**src/rtl/pgms_pkg.sv**
```systemverilog
// Shared types, constants and key-position codes for the pallet grab sequencer.
package pgms_pkg;

    localparam int HIST_DEPTH     = 10;
    localparam int HIST_IDX_W     = $clog2(HIST_DEPTH);
    localparam int HIST_CNT_W     = $clog2(HIST_DEPTH + 1);
    localparam int CORNER_Z_EXTRA = 2000;
    localparam logic [15:0] MARGIN_RESET = 16'd50;

    localparam int KEY_COUNT = 7;
    localparam logic [2:0] KP_WORK       = 3'd0;
    localparam logic [2:0] KP_STACK_UP   = 3'd1;
    localparam logic [2:0] KP_STACK_DOWN = 3'd2;
    localparam logic [2:0] KP_A_UP       = 3'd3;
    localparam logic [2:0] KP_A_DOWN     = 3'd4;
    localparam logic [2:0] KP_B_UP       = 3'd5;
    localparam logic [2:0] KP_B_DOWN     = 3'd6;
    localparam logic [2:0] REG_MARGIN    = 3'd7;

    localparam logic [1:0] CMD_OPEN  = 2'd1;
    localparam logic [1:0] CMD_HALF  = 2'd2;
    localparam logic [1:0] CMD_CLOSE = 2'd3;

    localparam logic [1:0] INNER_CLOSED = 2'd1;
    localparam logic [1:0] FINGER_CLOSED = 2'd2;
    localparam logic [1:0] CLAW_DONE    = 2'd1;

    localparam logic [3:0] SQ_START      = 4'd0;
    localparam logic [3:0] SQ_AT_WORK    = 4'd1;
    localparam logic [3:0] SQ_GRIP       = 4'd2;
    localparam logic [3:0] SQ_CLAW_OPEN  = 4'd3;
    localparam logic [3:0] SQ_STACK_UP   = 4'd4;
    localparam logic [3:0] SQ_STACK_DOWN = 4'd5;
    localparam logic [3:0] SQ_CLAW_HALF  = 4'd6;
    localparam logic [3:0] SQ_LIFT       = 4'd7;
    localparam logic [3:0] SQ_DEST_UP    = 4'd8;
    localparam logic [3:0] SQ_CORNER     = 4'd9;
    localparam logic [3:0] SQ_DEST_DOWN  = 4'd10;
    localparam logic [3:0] SQ_RELEASE    = 4'd11;
    localparam logic [3:0] SQ_RETRACT    = 4'd12;
    localparam logic [3:0] SQ_CLAW_CLOSE = 4'd13;
    localparam logic [3:0] SQ_HOME       = 4'd14;
    localparam logic [3:0] SQ_BAD        = 4'd15;

    typedef enum logic [2:0] {
        ST_IDLE,
        ST_HIST,
        ST_DECIDE,
        ST_ARRIVE,
        ST_ACT,
        ST_MOVE
    } seq_state_t;

    typedef struct packed {
        logic done;
        logic same;
    } hist_status_t;

endpackage

```
**src/rtl/pgms_hist.sv**
```systemverilog
// X reading history: shift-in on push, then one entry compared per cycle.
module pgms_hist
    import pgms_pkg::*;
(
    input  logic               clk,
    input  logic               rst_n,
    input  logic               start,
    input  logic [31:0]        x_value,
    output hist_status_t       status
);

    logic [31:0]           hist_reg [HIST_DEPTH];
    logic [31:0]           x_reg;
    logic [HIST_CNT_W-1:0] fill_reg;
    logic [HIST_CNT_W-1:0] idx_reg;
    logic                  busy_reg;
    logic                  same_reg;
    logic                  at_end;

    assign at_end = idx_reg >= fill_reg;
    assign status.done = busy_reg && at_end;
    assign status.same = same_reg;

    always_ff @(posedge clk)
    begin
        if (start)
        begin
            hist_reg[0] <= x_value;
            for (int i = 1; i < HIST_DEPTH; i++)
            begin
                hist_reg[i] <= hist_reg[i-1];
            end
            x_reg <= x_value;
        end
    end

    always_ff @(posedge clk or negedge rst_n)
    begin
        if (!rst_n)
        begin
            fill_reg <= '0;
            idx_reg  <= '0;
            busy_reg <= 1'b0;
            same_reg <= 1'b0;
        end
        else if (start)
        begin
            if (fill_reg < HIST_CNT_W'(HIST_DEPTH))
            begin
                fill_reg <= fill_reg + 1'b1;
            end
            // entry 0 is the new reading itself
            idx_reg  <= HIST_CNT_W'(1);
            busy_reg <= 1'b1;
            same_reg <= 1'b1;
        end
        else if (busy_reg)
        begin
            if (at_end)
            begin
                busy_reg <= 1'b0;
            end
            else
            begin
                if (hist_reg[idx_reg[HIST_IDX_W-1:0]] != x_reg)
                begin
                    same_reg <= 1'b0;
                end
                idx_reg <= idx_reg + 1'b1;
            end
        end
    end

    a_fill_bound: assert property (@(posedge clk) disable iff (!rst_n)
        fill_reg <= HIST_CNT_W'(HIST_DEPTH))
        else $error("history fill beyond depth");

    a_idx_bound: assert property (@(posedge clk) disable iff (!rst_n)
        busy_reg |-> idx_reg <= fill_reg)
        else $error("history index past fill");

    a_done_pulse: assert property (@(posedge clk) disable iff (!rst_n)
        status.done && !start |=> !busy_reg)
        else $error("history compare did not finish");

endmodule

```
**src/rtl/pallet_grab_motion_sequencer_unit.sv**
```systemverilog
// Pallet grab motion sequencer: origin calibration and fifteen-step grab sequence.
//
// One transfer in per control tick, one transfer out with the held setpoints,
// commands, busy, calibrated and step. A tick may run a history compare of up to
// nine entries when all zero switches are set (one entry per cycle), an arrival
// check over the four axes and a new setpoint set for the four axes, both
// through a single shared 35-bit adder/compare that handles one axis per cycle.
// The block takes the next tick only after the current result has been taken.
// Configuration writes go straight to the key-position and margin registers.
module pallet_grab_motion_sequencer_unit
    import pgms_pkg::*;
(
    input  logic               clk,
    input  logic               rst_n,
    input  logic               cfg_we,
    input  logic [2:0]         cfg_index,
    input  logic [63:0]        cfg_data,
    input  logic               in_valid,
    output logic               in_ready,
    input  logic signed [31:0] pos_x,
    input  logic signed [31:0] pos_y,
    input  logic signed [31:0] pos_z,
    input  logic signed [31:0] pos_w,
    input  logic [3:0]         zero_switches,
    input  logic [1:0]         inner_finger_state,
    input  logic [1:0]         finger_state,
    input  logic [1:0]         claw_state,
    input  logic               z_stop,
    input  logic               pallet_select,
    input  logic               run,
    output logic               out_valid,
    input  logic               out_ready,
    output logic signed [31:0] target_x,
    output logic signed [31:0] target_y,
    output logic signed [31:0] target_z,
    output logic signed [31:0] target_w,
    output logic [1:0]         finger_cmd,
    output logic [1:0]         claw_cmd,
    output logic               busy_res,
    output logic               calibrated,
    output logic [3:0]         step
);

    seq_state_t   state_reg, state_next;
    hist_status_t hist_status;

    logic [63:0] keypos_reg [KEY_COUNT];
    logic [15:0] margin_reg;

    logic [31:0] pos_reg [4];
    logic [31:0] origin_reg [4];
    logic [31:0] target_reg [4];
    logic [1:0]  inner_reg, fing_reg, claw_st_reg;
    logic        zstop_reg, to_b_reg, run_reg;

    logic [3:0]  step_reg;
    logic [1:0]  finger_reg, claw_reg;
    logic        busy_reg, cal_reg, out_valid_reg;
    logic [2:0]  key_sel_reg;
    logic [1:0]  axis_reg;
    logic        extra_reg, arr_ok_reg;

    logic        accept, hist_start, seq_go;
    logic [2:0]  dest_up, dest_down, arr_key, mv_key;
    logic        need_arrive, cond, do_move, mv_extra;
    logic [3:0]  step_new;
    logic [1:0]  finger_new, claw_new;
    logic        busy_new;

    logic [63:0]        key_word;
    logic [15:0]        key16;
    logic signed [34:0] key_ext, org_ext, pos_ext, extra_ext, unit_sum, m_ext;
    logic               axis_ok;

    assign in_ready = (state_reg == ST_IDLE) && !out_valid_reg;
    assign accept   = in_valid && in_ready;
    assign hist_start = accept && (zero_switches == 4'hF);
    assign seq_go   = run_reg && cal_reg;

    pgms_hist u_hist (
        .clk     (clk),
        .rst_n   (rst_n),
        .start   (hist_start),
        .x_value (pos_x),
        .status  (hist_status)
    );

    // shared axis unit: key + origin - pos for arrival, key + origin (+ z extra) for moves
    assign key_word  = keypos_reg[key_sel_reg];
    assign key16     = key_word[axis_reg*16 +: 16];
    assign key_ext   = {{19{key16[15]}}, key16};
    assign org_ext   = {{3{origin_reg[axis_reg][31]}}, origin_reg[axis_reg]};
    assign pos_ext   = {{3{pos_reg[axis_reg][31]}}, pos_reg[axis_reg]};
    assign extra_ext = (extra_reg && axis_reg == 2'd2) ? 35'(CORNER_Z_EXTRA) : '0;
    assign m_ext     = {19'd0, margin_reg};
    assign unit_sum  = key_ext + org_ext
                     + ((state_reg == ST_ARRIVE) ? -pos_ext : extra_ext);
    assign axis_ok   = (unit_sum <= m_ext) && (unit_sum >= -m_ext);

    assign dest_up   = to_b_reg ? KP_B_UP : KP_A_UP;
    assign dest_down = to_b_reg ? KP_B_DOWN : KP_A_DOWN;

    always_comb
    begin
        need_arrive = 1'b1;
        arr_key     = KP_WORK;
        case (step_reg)
            SQ_AT_WORK, SQ_HOME:       arr_key = KP_WORK;
            SQ_STACK_UP, SQ_LIFT:      arr_key = KP_STACK_UP;
            SQ_STACK_DOWN:             arr_key = KP_STACK_DOWN;
            SQ_DEST_UP, SQ_CORNER,
            SQ_RETRACT:                arr_key = dest_up;
            SQ_DEST_DOWN:              arr_key = dest_down;
            default:                   need_arrive = 1'b0;
        endcase
    end

    // sequence step decision, evaluated in ST_ACT
    always_comb
    begin
        cond       = 1'b0;
        do_move    = 1'b0;
        mv_key     = KP_WORK;
        mv_extra   = 1'b0;
        step_new   = step_reg;
        finger_new = finger_reg;
        claw_new   = claw_reg;
        busy_new   = 1'b1;
        case (step_reg)
            SQ_START:      begin cond = 1'b1; do_move = 1'b1; mv_key = KP_WORK;
                               finger_new = CMD_OPEN; end
            SQ_AT_WORK:    begin cond = arr_ok_reg; finger_new = cond ? CMD_CLOSE : finger_reg;
                           end
            SQ_GRIP:       begin
                               cond = inner_reg == INNER_CLOSED && fing_reg == FINGER_CLOSED;
                               claw_new = cond ? CMD_OPEN : claw_reg;
                           end
            SQ_CLAW_OPEN:  begin cond = claw_st_reg == CLAW_DONE; do_move = cond;
                               mv_key = KP_STACK_UP; end
            SQ_STACK_UP:   begin cond = arr_ok_reg; do_move = cond; mv_key = KP_STACK_DOWN; end
            SQ_STACK_DOWN: begin cond = arr_ok_reg || zstop_reg;
                               claw_new = cond ? CMD_HALF : claw_reg; end
            SQ_CLAW_HALF:  begin cond = claw_st_reg == CLAW_DONE; do_move = cond;
                               mv_key = KP_STACK_UP; end
            SQ_LIFT:       begin cond = arr_ok_reg; do_move = cond; mv_key = dest_up; end
            SQ_DEST_UP:    begin cond = arr_ok_reg; do_move = cond; mv_key = dest_down; end
            SQ_CORNER:     begin cond = arr_ok_reg; do_move = cond; mv_key = dest_down;
                               mv_extra = 1'b1; end
            SQ_DEST_DOWN:  begin cond = arr_ok_reg || zstop_reg;
                               claw_new = cond ? CMD_OPEN : claw_reg; end
            SQ_RELEASE:    begin cond = claw_st_reg == CLAW_DONE; do_move = cond;
                               mv_key = dest_up; end
            SQ_RETRACT:    begin cond = arr_ok_reg; claw_new = cond ? CMD_CLOSE : claw_reg; end
            SQ_CLAW_CLOSE: begin cond = claw_st_reg == CLAW_DONE; do_move = cond;
                               mv_key = KP_WORK; end
            SQ_HOME:       begin cond = arr_ok_reg; busy_new = !cond; end
            default:       begin cond = 1'b0; end
        endcase
        if (step_reg == SQ_BAD)
        begin
            step_new = SQ_START;
        end
        else if (cond)
        begin
            step_new = (step_reg == SQ_HOME) ? SQ_START : step_reg + 4'd1;
        end
    end

    always_comb
    begin
        state_next = state_reg;
        case (state_reg)
            ST_IDLE:   if (accept) state_next = hist_start ? ST_HIST : ST_DECIDE;
            ST_HIST:   if (hist_status.done) state_next = ST_DECIDE;
            ST_DECIDE: state_next = !seq_go ? ST_IDLE : (need_arrive ? ST_ARRIVE : ST_ACT);
            ST_ARRIVE: if (axis_reg == 2'd3) state_next = ST_ACT;
            ST_ACT:    state_next = do_move ? ST_MOVE : ST_IDLE;
            ST_MOVE:   if (axis_reg == 2'd3) state_next = ST_IDLE;
            default:   state_next = ST_IDLE;
        endcase
    end

    always_ff @(posedge clk or negedge rst_n)
    begin
        if (!rst_n)
        begin
            state_reg <= ST_IDLE;
        end
        else
        begin
            state_reg <= state_next;
        end
    end

    always_ff @(posedge clk)
    begin
        if (accept)
        begin
            pos_reg[0]  <= pos_x;
            pos_reg[1]  <= pos_y;
            pos_reg[2]  <= pos_z;
            pos_reg[3]  <= pos_w;
            inner_reg   <= inner_finger_state;
            fing_reg    <= finger_state;
            claw_st_reg <= claw_state;
            zstop_reg   <= z_stop;
            to_b_reg    <= pallet_select;
            run_reg     <= run;
        end
    end

    always_ff @(posedge clk or negedge rst_n)
    begin
        if (!rst_n)
        begin
            for (int i = 0; i < KEY_COUNT; i++)
            begin
                keypos_reg[i] <= '0;
            end
            for (int i = 0; i < 4; i++)
            begin
                origin_reg[i] <= '0;
                target_reg[i] <= '0;
            end
            margin_reg    <= MARGIN_RESET;
            step_reg      <= SQ_START;
            finger_reg    <= '0;
            claw_reg      <= '0;
            busy_reg      <= 1'b0;
            cal_reg       <= 1'b0;
            out_valid_reg <= 1'b0;
            key_sel_reg   <= KP_WORK;
            axis_reg      <= '0;
            extra_reg     <= 1'b0;
            arr_ok_reg    <= 1'b0;
        end
        else
        begin
            if (cfg_we)
            begin
                if (cfg_index == REG_MARGIN)
                begin
                    margin_reg <= cfg_data[15:0];
                end
                else
                begin
                    keypos_reg[cfg_index] <= cfg_data;
                end
            end
            if (out_valid_reg && out_ready)
            begin
                out_valid_reg <= 1'b0;
            end
            case (state_reg)
                ST_HIST:
                begin
                    if (hist_status.done && hist_status.same)
                    begin
                        for (int i = 0; i < 4; i++)
                        begin
                            origin_reg[i] <= pos_reg[i];
                        end
                        cal_reg <= 1'b1;
                    end
                end
                ST_DECIDE:
                begin
                    key_sel_reg <= arr_key;
                    axis_reg    <= '0;
                    arr_ok_reg  <= 1'b1;
                    if (!seq_go)
                    begin
                        busy_reg      <= step_reg != SQ_START;
                        out_valid_reg <= 1'b1;
                    end
                end
                ST_ARRIVE:
                begin
                    arr_ok_reg <= arr_ok_reg && axis_ok;
                    axis_reg   <= axis_reg + 2'd1;
                end
                ST_ACT:
                begin
                    step_reg    <= step_new;
                    finger_reg  <= finger_new;
                    claw_reg    <= claw_new;
                    busy_reg    <= busy_new;
                    key_sel_reg <= mv_key;
                    extra_reg   <= mv_extra;
                    axis_reg    <= '0;
                    if (!do_move)
                    begin
                        out_valid_reg <= 1'b1;
                    end
                end
                ST_MOVE:
                begin
                    target_reg[axis_reg] <= unit_sum[31:0];
                    axis_reg             <= axis_reg + 2'd1;
                    if (axis_reg == 2'd3)
                    begin
                        out_valid_reg <= 1'b1;
                    end
                end
                default:
                begin
                end
            endcase
        end
    end

    assign out_valid  = out_valid_reg;
    assign target_x   = target_reg[0];
    assign target_y   = target_reg[1];
    assign target_z   = target_reg[2];
    assign target_w   = target_reg[3];
    assign finger_cmd = finger_reg;
    assign claw_cmd   = claw_reg;
    assign busy_res   = busy_reg;
    assign calibrated = cal_reg;
    assign step       = step_reg;

    a_out_idle: assert property (@(posedge clk) disable iff (!rst_n)
        out_valid_reg |-> state_reg == ST_IDLE)
        else $error("result shown while sequencer working");

    a_step_range: assert property (@(posedge clk) disable iff (!rst_n)
        step_reg != SQ_BAD)
        else $error("sequence step out of range");

    a_act_needs_cal: assert property (@(posedge clk) disable iff (!rst_n)
        state_reg == ST_ACT |-> cal_reg && run_reg)
        else $error("sequence advanced without calibration or run");

    a_move_len: assert property (@(posedge clk) disable iff (!rst_n)
        state_reg == ST_MOVE && axis_reg == 2'd3 |=> out_valid_reg)
        else $error("move finished without a result");

endmodule
```
**config.mk**
```make
export PLATFORM = sky130hd
export DESIGN_NAME = pallet_grab_motion_sequencer_unit
export DESIGN_NICKNAME = d
export VERILOG_FILES = /design/src/rtl/pgms_pkg.sv /design/src/rtl/pgms_hist.sv /design/src/rtl/pallet_grab_motion_sequencer_unit.sv
export SDC_FILE = /design/constraint.sdc
export NUM_CORES = 2
export LEC_CHECK = 0
export ABC_CLOCK_PERIOD_IN_PS = 20600
export BUFFER_PORTS_ARGS = -buffer_cell sky130_fd_sc_hd__buf_2
export CAP_MARGIN = 25
export CORE_ASPECT_RATIO = 1.5
export CORE_MARGIN = 1
export CORE_UTILIZATION = 39
export CTS_CLUSTER_DIAMETER = 120
export DETAILED_ROUTE_END_ITERATION = 12
export GPL_TIMING_DRIVEN = 0
export PLACE_DENSITY_LB_ADDON = 0.05
export REMOVE_ABC_BUFFERS = 1
export SYNTH_ARGS = -nofsm -noshare
export SYNTH_HDL_FRONTEND = slang
export SYNTH_SLANG_ARGS = --single-unit
```
**constraint.sdc**
```tcl
create_clock -name clk -period 20.6 [get_ports clk]
set_clock_uncertainty 0.2 [all_clocks]
set_input_delay 2.06 -clock clk [delete_from_list [all_inputs] [get_ports clk]]
set_output_delay 2.06 -clock clk [all_outputs]
set_load 0.02 [all_outputs]
```
# ---- Word-level counts from Yosys, hierarchy flattened
# Memories as Yosys holds them, arrays and structs flattened. A register that Yosys moved wholly into a read port is not among the register bits.
# Index checks and enable logic that the tools add are counted.
dict set report totals {
  regBits 664
  ramBits 448
  inputBits 213
  out_inout_bits 140
  word_cells 216
  n_memories 2
}
# name words width read_ports rd_clocked_by_memory_dff wr line
set memory_table {}
lappend memory_table {u_hist.hist_reg 10 32 10 0 10 pgms_hist.sv:12} ;# logic [31:0] hist_reg [HIST_DEPTH];
lappend memory_table {pos_reg 4 32 5 4 4 pallet_grab_motion_sequencer_unit.sv:50} ;# logic [31:0] pos_reg [4];
dict set report op_classes {
  addsub 8
  order_cmp 9
  eq_ne 39
  n_shift 1
  muxes 65
  bitwise_logic 4
  n_reduce_logical 54
}
# op count
set ops {}
lappend ops {{$bwmux 448} 1}
lappend ops {{$bmux 64 s3} 1}
lappend ops {{$demux 64 s3} 1}
lappend ops {{$mux 64} 3}
lappend ops {{$bwmux 128} 1}
lappend ops {{$mux 32} 3}
lappend ops {{$bmux 32 s2} 1}
lappend ops {{$demux 32 s2} 1}
lappend ops {{$shiftx 64x7->16} 1}
lappend ops {{$eq 4x4->1 const B} 9}
lappend ops {{$add 33x35->35} 1}
lappend ops {{$ge 35x35->1} 1}
lappend ops {{$le 35x17->1} 1}
lappend ops {{$mux 35} 1}
lappend ops {{$neg 16->35} 1}
lappend ops {{$neg 32->35} 1}
lappend ops {{$add 16x32->33} 1}
lappend ops {{$ne 32x32->1} 1}
lappend ops {{$mux 3} 8}
lappend ops {{$mux 4} 6}
lappend ops {{$pmux 3 s4} 2}
lappend ops {{$ne 2x2->1 const B} 10}
lappend ops {{$mux 1} 19}
lappend ops {{$pmux 3 s6} 1}
lappend ops {{other kinds (44)} 104}

# ---- Logic depth before layout (Yosys ltp)
dict set report depth {
  depth_word 11
  mapped_depth 35
  mapped_depth_nobuf 31
}

# ---- Cells and area by module
# Synthesis repeated with hierarchy kept, for this count alone.
dict set report hier_totals {
  hier_cells 3893
  hier_area_um2 55679.7
}
# mod n_inst cells_per_inst area_each_um2 seq_area_each_um2
set modules_own_cells {}
lappend modules_own_cells {pallet_grab_motion_sequencer_unit 1 3175 42263.0 22660.5}
lappend modules_own_cells {pgms_hist 1 718 13416.6 9859.5}

# ---- Worst setup path after synthesis
# Ideal clock, no wire load.
dict set report synth_path {
  kind {input-to-reg}
  from {input zero_switches[3]}
  to {register u_hist.busy_reg}
  setup_time_ns 0.185
  arrival_time_ns 10.868
  t_required_ns 20.215
  slack_ns 9.346
  path_stages 5
  n_path_buf 1
  cell_sequence {nand4_1 -> or2_2 -> clkbuf_1 -> clkinv_1 -> or2_2}
}
dict set report synth_via {
  elab_chain_len 3
}
# element line
set synth_rtl {}
lappend synth_rtl {{from (decl)} pallet_grab_motion_sequencer_unit.sv:24} ;# input logic [3:0] zero_switches,
lappend synth_rtl {{$eq 4x4->1} pallet_grab_motion_sequencer_unit.sv:77} ;# assign hist_start = accept && (zero_switches == 4'hF);
lappend synth_rtl {{$logic_and 1x1->1} pallet_grab_motion_sequencer_unit.sv:77}
lappend synth_rtl {{net hist_start} pallet_grab_motion_sequencer_unit.sv:63} ;# logic accept, hist_start, seq_go;
lappend synth_rtl {{$mux 1} pgms_hist.sv:46} ;# else if (start)
lappend synth_rtl {{to (signal assigned)} pgms_hist.sv:43} ;# busy_reg <= 1'b0;
lappend synth_rtl {{to (signal assigned)} pgms_hist.sv:54} ;# busy_reg <= 1'b1;
lappend synth_rtl {{to (signal assigned)} pgms_hist.sv:61} ;# busy_reg <= 1'b0;
lappend synth_rtl {{to (decl)} pgms_hist.sv:16} ;# logic busy_reg;
# The timed path passes the listed nets, and every way through them passes these cells.
# A chain may end at the register's enable or synchronous reset.

# ---- Worst setup path in the final report
dict set report layout_path {
  from {register axis_reg[0]}
  to {register arr_ok_reg}
}
dict set report layout_via {
  elab_chain_len 10
  word_cells_on_any_way 18
  classes_between {3 x add/sub; 2 x order compare; 1 x eq/ne; 1 x shift; 6 x mux; 1 x bitwise; 3 x reduce/logical; 1 x memory}
}
# element line
set layout_rtl {}
lappend layout_rtl {{from (decl)} pallet_grab_motion_sequencer_unit.sv:60} ;# logic [1:0] axis_reg;
lappend layout_rtl {{from (signal assigned)} pallet_grab_motion_sequencer_unit.sv:280} ;# axis_reg <= axis_reg + 2'd1;
lappend layout_rtl {{from (signal assigned)} pallet_grab_motion_sequencer_unit.sv:299} ;# axis_reg <= axis_reg + 2'd1;
lappend layout_rtl {{branches (longest 5 deep; another with $add 16x32->33)} n/a}
lappend layout_rtl {{$add 33x35->35 (*)} pallet_grab_motion_sequencer_unit.sv:97} ;# + ((state_reg == ST_ARRIVE) ? -pos_ext : extra_ext);
lappend layout_rtl {{net unit_sum[31]} pallet_grab_motion_sequencer_unit.sv:72} ;# logic signed [34:0] key_ext, org_ext, pos_ext, extra_ext, unit_sum, m_ext;
lappend layout_rtl {{$le 35x17->1 or $ge 35x35->1 (tied branches)} pallet_grab_motion_sequencer_unit.sv:98} ;# assign axis_ok = (unit_sum <= m_ext) && (unit_sum >= -m_ext);
lappend layout_rtl {{$logic_and 1x1->1 (*)} pallet_grab_motion_sequencer_unit.sv:98}
lappend layout_rtl {{$logic_and 1x1->1 (*)} pallet_grab_motion_sequencer_unit.sv:279} ;# arr_ok_reg <= arr_ok_reg && axis_ok;
lappend layout_rtl {{$pmux 1 s2 (*)} pallet_grab_motion_sequencer_unit.sv:254} ;# case (state_reg)
lappend layout_rtl {{to (signal assigned)} pallet_grab_motion_sequencer_unit.sv:279}
lappend layout_rtl {{to (decl)} pallet_grab_motion_sequencer_unit.sv:61} ;# logic extra_reg, arr_ok_reg;
# Mark *: on every way through the listed nets, which the timed path passes. The select of a mux whose other input is x is not followed.

==> summary.md <==
| Metric | Value |
|---|---|
| PortBufs | 352 |
| Mapped Area | 54900 µm² |
| Die height | 462 µm |
| Max Freq | 0.105 GHz |
| Vias in the first global route | 33500 |
| Sequential cell area fraction in the yosys report | 59.2% |
| GRT Overall Usage | 21.4% |
| Post-route insts no fill | 6089 |
| GRT overflow | 0 |
| Layout Utilization | 46.0% |
| CP Class | flop to flop |
| Core area | 140000 µm² |
| Final nets | 4450 |
| GP Congestion | 0.774 |
| Vias/cell | 5.31 |
| DIE AREA | 142000 µm² |
| Worst min-delay path startpoint | u_hist.hist_reg[6][2] |
| Syn-to-layout area delta | 17.2% |
| Worst-case clock buffer depth | 3 |
| Most frequent cells after synthesis | 748 x dfrtp_1, 603 x mux2_2, 457 x edfxtp_1 |
| Most used cell, CP | nor2_1 |
| Initial core utilization | 39.3% |
| DR DRC count | 0 |
| Final WL | 149000 µm |
| Cell taking the most area after synthesis | dfrtp_1 |
| Initial antenna violation count | 37 |
| Lkg Pwr | 26.9 nW |
| Worst-Skew Late Latency | 780 ps |
| Most used DFF post-synth | dfrtp_1 |
| Area occupied by multi-input gates | 21300 µm² |
| First-pass GRT wire length | 224000 µm |
| Max-slew violations | 0 |
| Clk slew on worst S/H paths | 60 ps |
| CP endpoint kind | flop |
| Slowest-stage cell, CP | nor3_1 |
| Hold Buf Count CTS | 0 |
| Pwr Total | 8.32 mW |
| Max reg flops | 448 |
| CTS tree | done |
| Fill cell count | 12500 |
| Share of cells above drive strength 1 | 36.2% |
| Setup Fix Bufs, Post-CTS | 0 |
| Root Buffer | clkbuf_16 |
| Asr flop ratio synth | 62.2% |
| Dominant cells by area after synthesis | dfrtp_1 34%, edfxtp_1 25%, mux2_2 12% |
| Hold/Removal Path Class | flop to flop |
| Top-count cell post-synth | dfrtp_1 |
| Max Cap Viol | 0 |
| Startpoint Class | flop |
| Via count | 32300 |
| Critical Path RT | 21090 ps |
| Die Width | 308 µm |
| FF/Latch Area | 32600 µm² |
| Synth warn | 0 |
| Slew HR | 32.1% |
| Worst slew pin tran | 1010 ps |
| Endpoints failing setup | 0 |
| Boundary pin count | 353 |
| RSZ-0062 raised after global routing | false |
| First DRT Iteration DRCs | 1906 |
| Mapped Avg Cell Area | 14.7 µm² |
| TritonCTS buffer count | 131 |
| ANT nets after route | 0 |
| FP Rows | 168 |
| CTS H-tree depth | 4 |
| Final Cycle Share | 46.2% |
| Status | finished, final reports clean |
| FF-to-FF Start | axis_reg[0] |
| Syn Inst Count | 3735 |
| Number of library cell types mapped by synthesis | 76 |
| Max VDD drop | 0.0934 mV |
| Post-CTS Resized | 0 |
| Wirelength per Cell | 24.5 µm |
| Yosys reg bits | 1208 |
| Worst Path Max Fanout | 32 |
| WP data arrival | 10010 ps |
| Power per cell area | 129 nW/µm² |
| Clock Sinks | 1208 |
| Largest net degree at the start of global routing | 114 |
| Critical Path Source | axis_reg[0] |
| Post-synth EDFFs | 457 |
| DRT Pass-1 Iters | 5 |
| Post-layout minimum cycle time | 9520 ps |
| Final hold violation count | 0 |
| DP HPWL | 103000 µm |
| Yosys top cell area share | 34.1% |
| # placed instances | 5844 |
| Largest stage delay on the critical path | 760 ps |
stage by stage:
step	hold slack [ps]	instance area (µm²)	TNS, ps	worst slack, ps
2_1_floorplan	221	54100	0	8660
3_3_place_gp	226	58200	-320630	-5290
3_5_place_dp	227	60000	0	11020
4_1_cts	224	64300	0	10960
5_1_grt	240	64300	0	10290
6_report	225	64400	0	11080
critical path: cells and delay by family (launching register included):
| family | cells | cell delay (ps) |
|---|---|---|
| mux | 1 | 590 |
| fa+ha+maj | 4 | 1570 |
| compound gates | 11 | 2210 |
| flops | 1 | 640 |
| simple gates | 11 | 2870 |
| xor+xnor | 2 | 890 |
| buf+inv | 2 | 420 |
logic make-up (layout without fill, tap and decap cells):
kind of cell | Yosys count | count (layout) | share of synthesized area (%)
AO/OA/AOI/OAI | 468 | 468 | 5.02
AND/OR/NAND/NOR | 577 | 577 | 4.95
other | 0 | 5 | 0
XOR/XNOR | 106 | 106 | 1.70
multiplexers | 932 | 932 | 23.5
adder cells (fa/ha/maj) | 131 | 131 | 3.46
buffers and inverters | 313 | 792 | 2.17
flip-flops | 1208 | 1208 | 59.2
final cells by class:
| type | count | share of cell area [%] |
|---|---|---|
| diodes | 5 | 0.0194 |
| clock buffers | 184 | 5.86 |
| clock inverters | 56 | 0.863 |
| inverters | 106 | 0.638 |
| multi-input cells | 2214 | 33.1 |
| flip-flops and latches | 1208 | 50.6 |
| well taps | 1870 | 3.64 |
| repair buffers | 446 | 5.34 |
path summary, 6_finish.rpt:
| kind | endpoint | slack, ps | depth (start not counted) |
|---|---|---|---|
| max in group asynchronous | keypos_reg[217] | 17100 | 4 |
| min reg2reg | u_hist.hist_reg[7][2] | 220 | 0 |
| max | arr_ok_reg | 11080 | 31 |
| max reg2reg | arr_ok_reg | 11080 | 31 |
| min | u_hist.hist_reg[7][2] | 220 | 0 |
| min in group asynchronous | keypos_reg[214] | 1010 | 1 |
where the power goes:
part	internal (mW)	leakage [nW]	switching, mW
logic	1.18	11.1	1.61
clock network	1.38	2.12	1.00
registers	2.84	13.6	0.289
total	5.41	26.9	2.91
routing by layer:
metal | vias to the layer above | routed length [µm] | track usage (%)
met1 | 16800 | 63700 | 27.8
met3 | 229 | 6680 | 4.25
met5 | - | 335 | 0
met2 | 605 | 74900 | 36.3
li1 | 14700 | - | -
met4 | 52 | 3400 | 6.10
layout by cell type (no fill, tap or decap), types with 42 or more instances in the layout:
master / count
xnor2_1: 42
buf_2: 353
nand2_1: 275
ha_1: 95
edfxtp_1: 457
xor2_1: 62
mux2i_1: 105
inv_1: 103
nor2_1: 86
o21ai_0: 233
nor2b_1: 43
a21oi_1: 88
dfrtp_1: 739
mux4_2: 224
mux2_2: 603
clkbuf_16: 135
(Power assumes the default switching activity.)
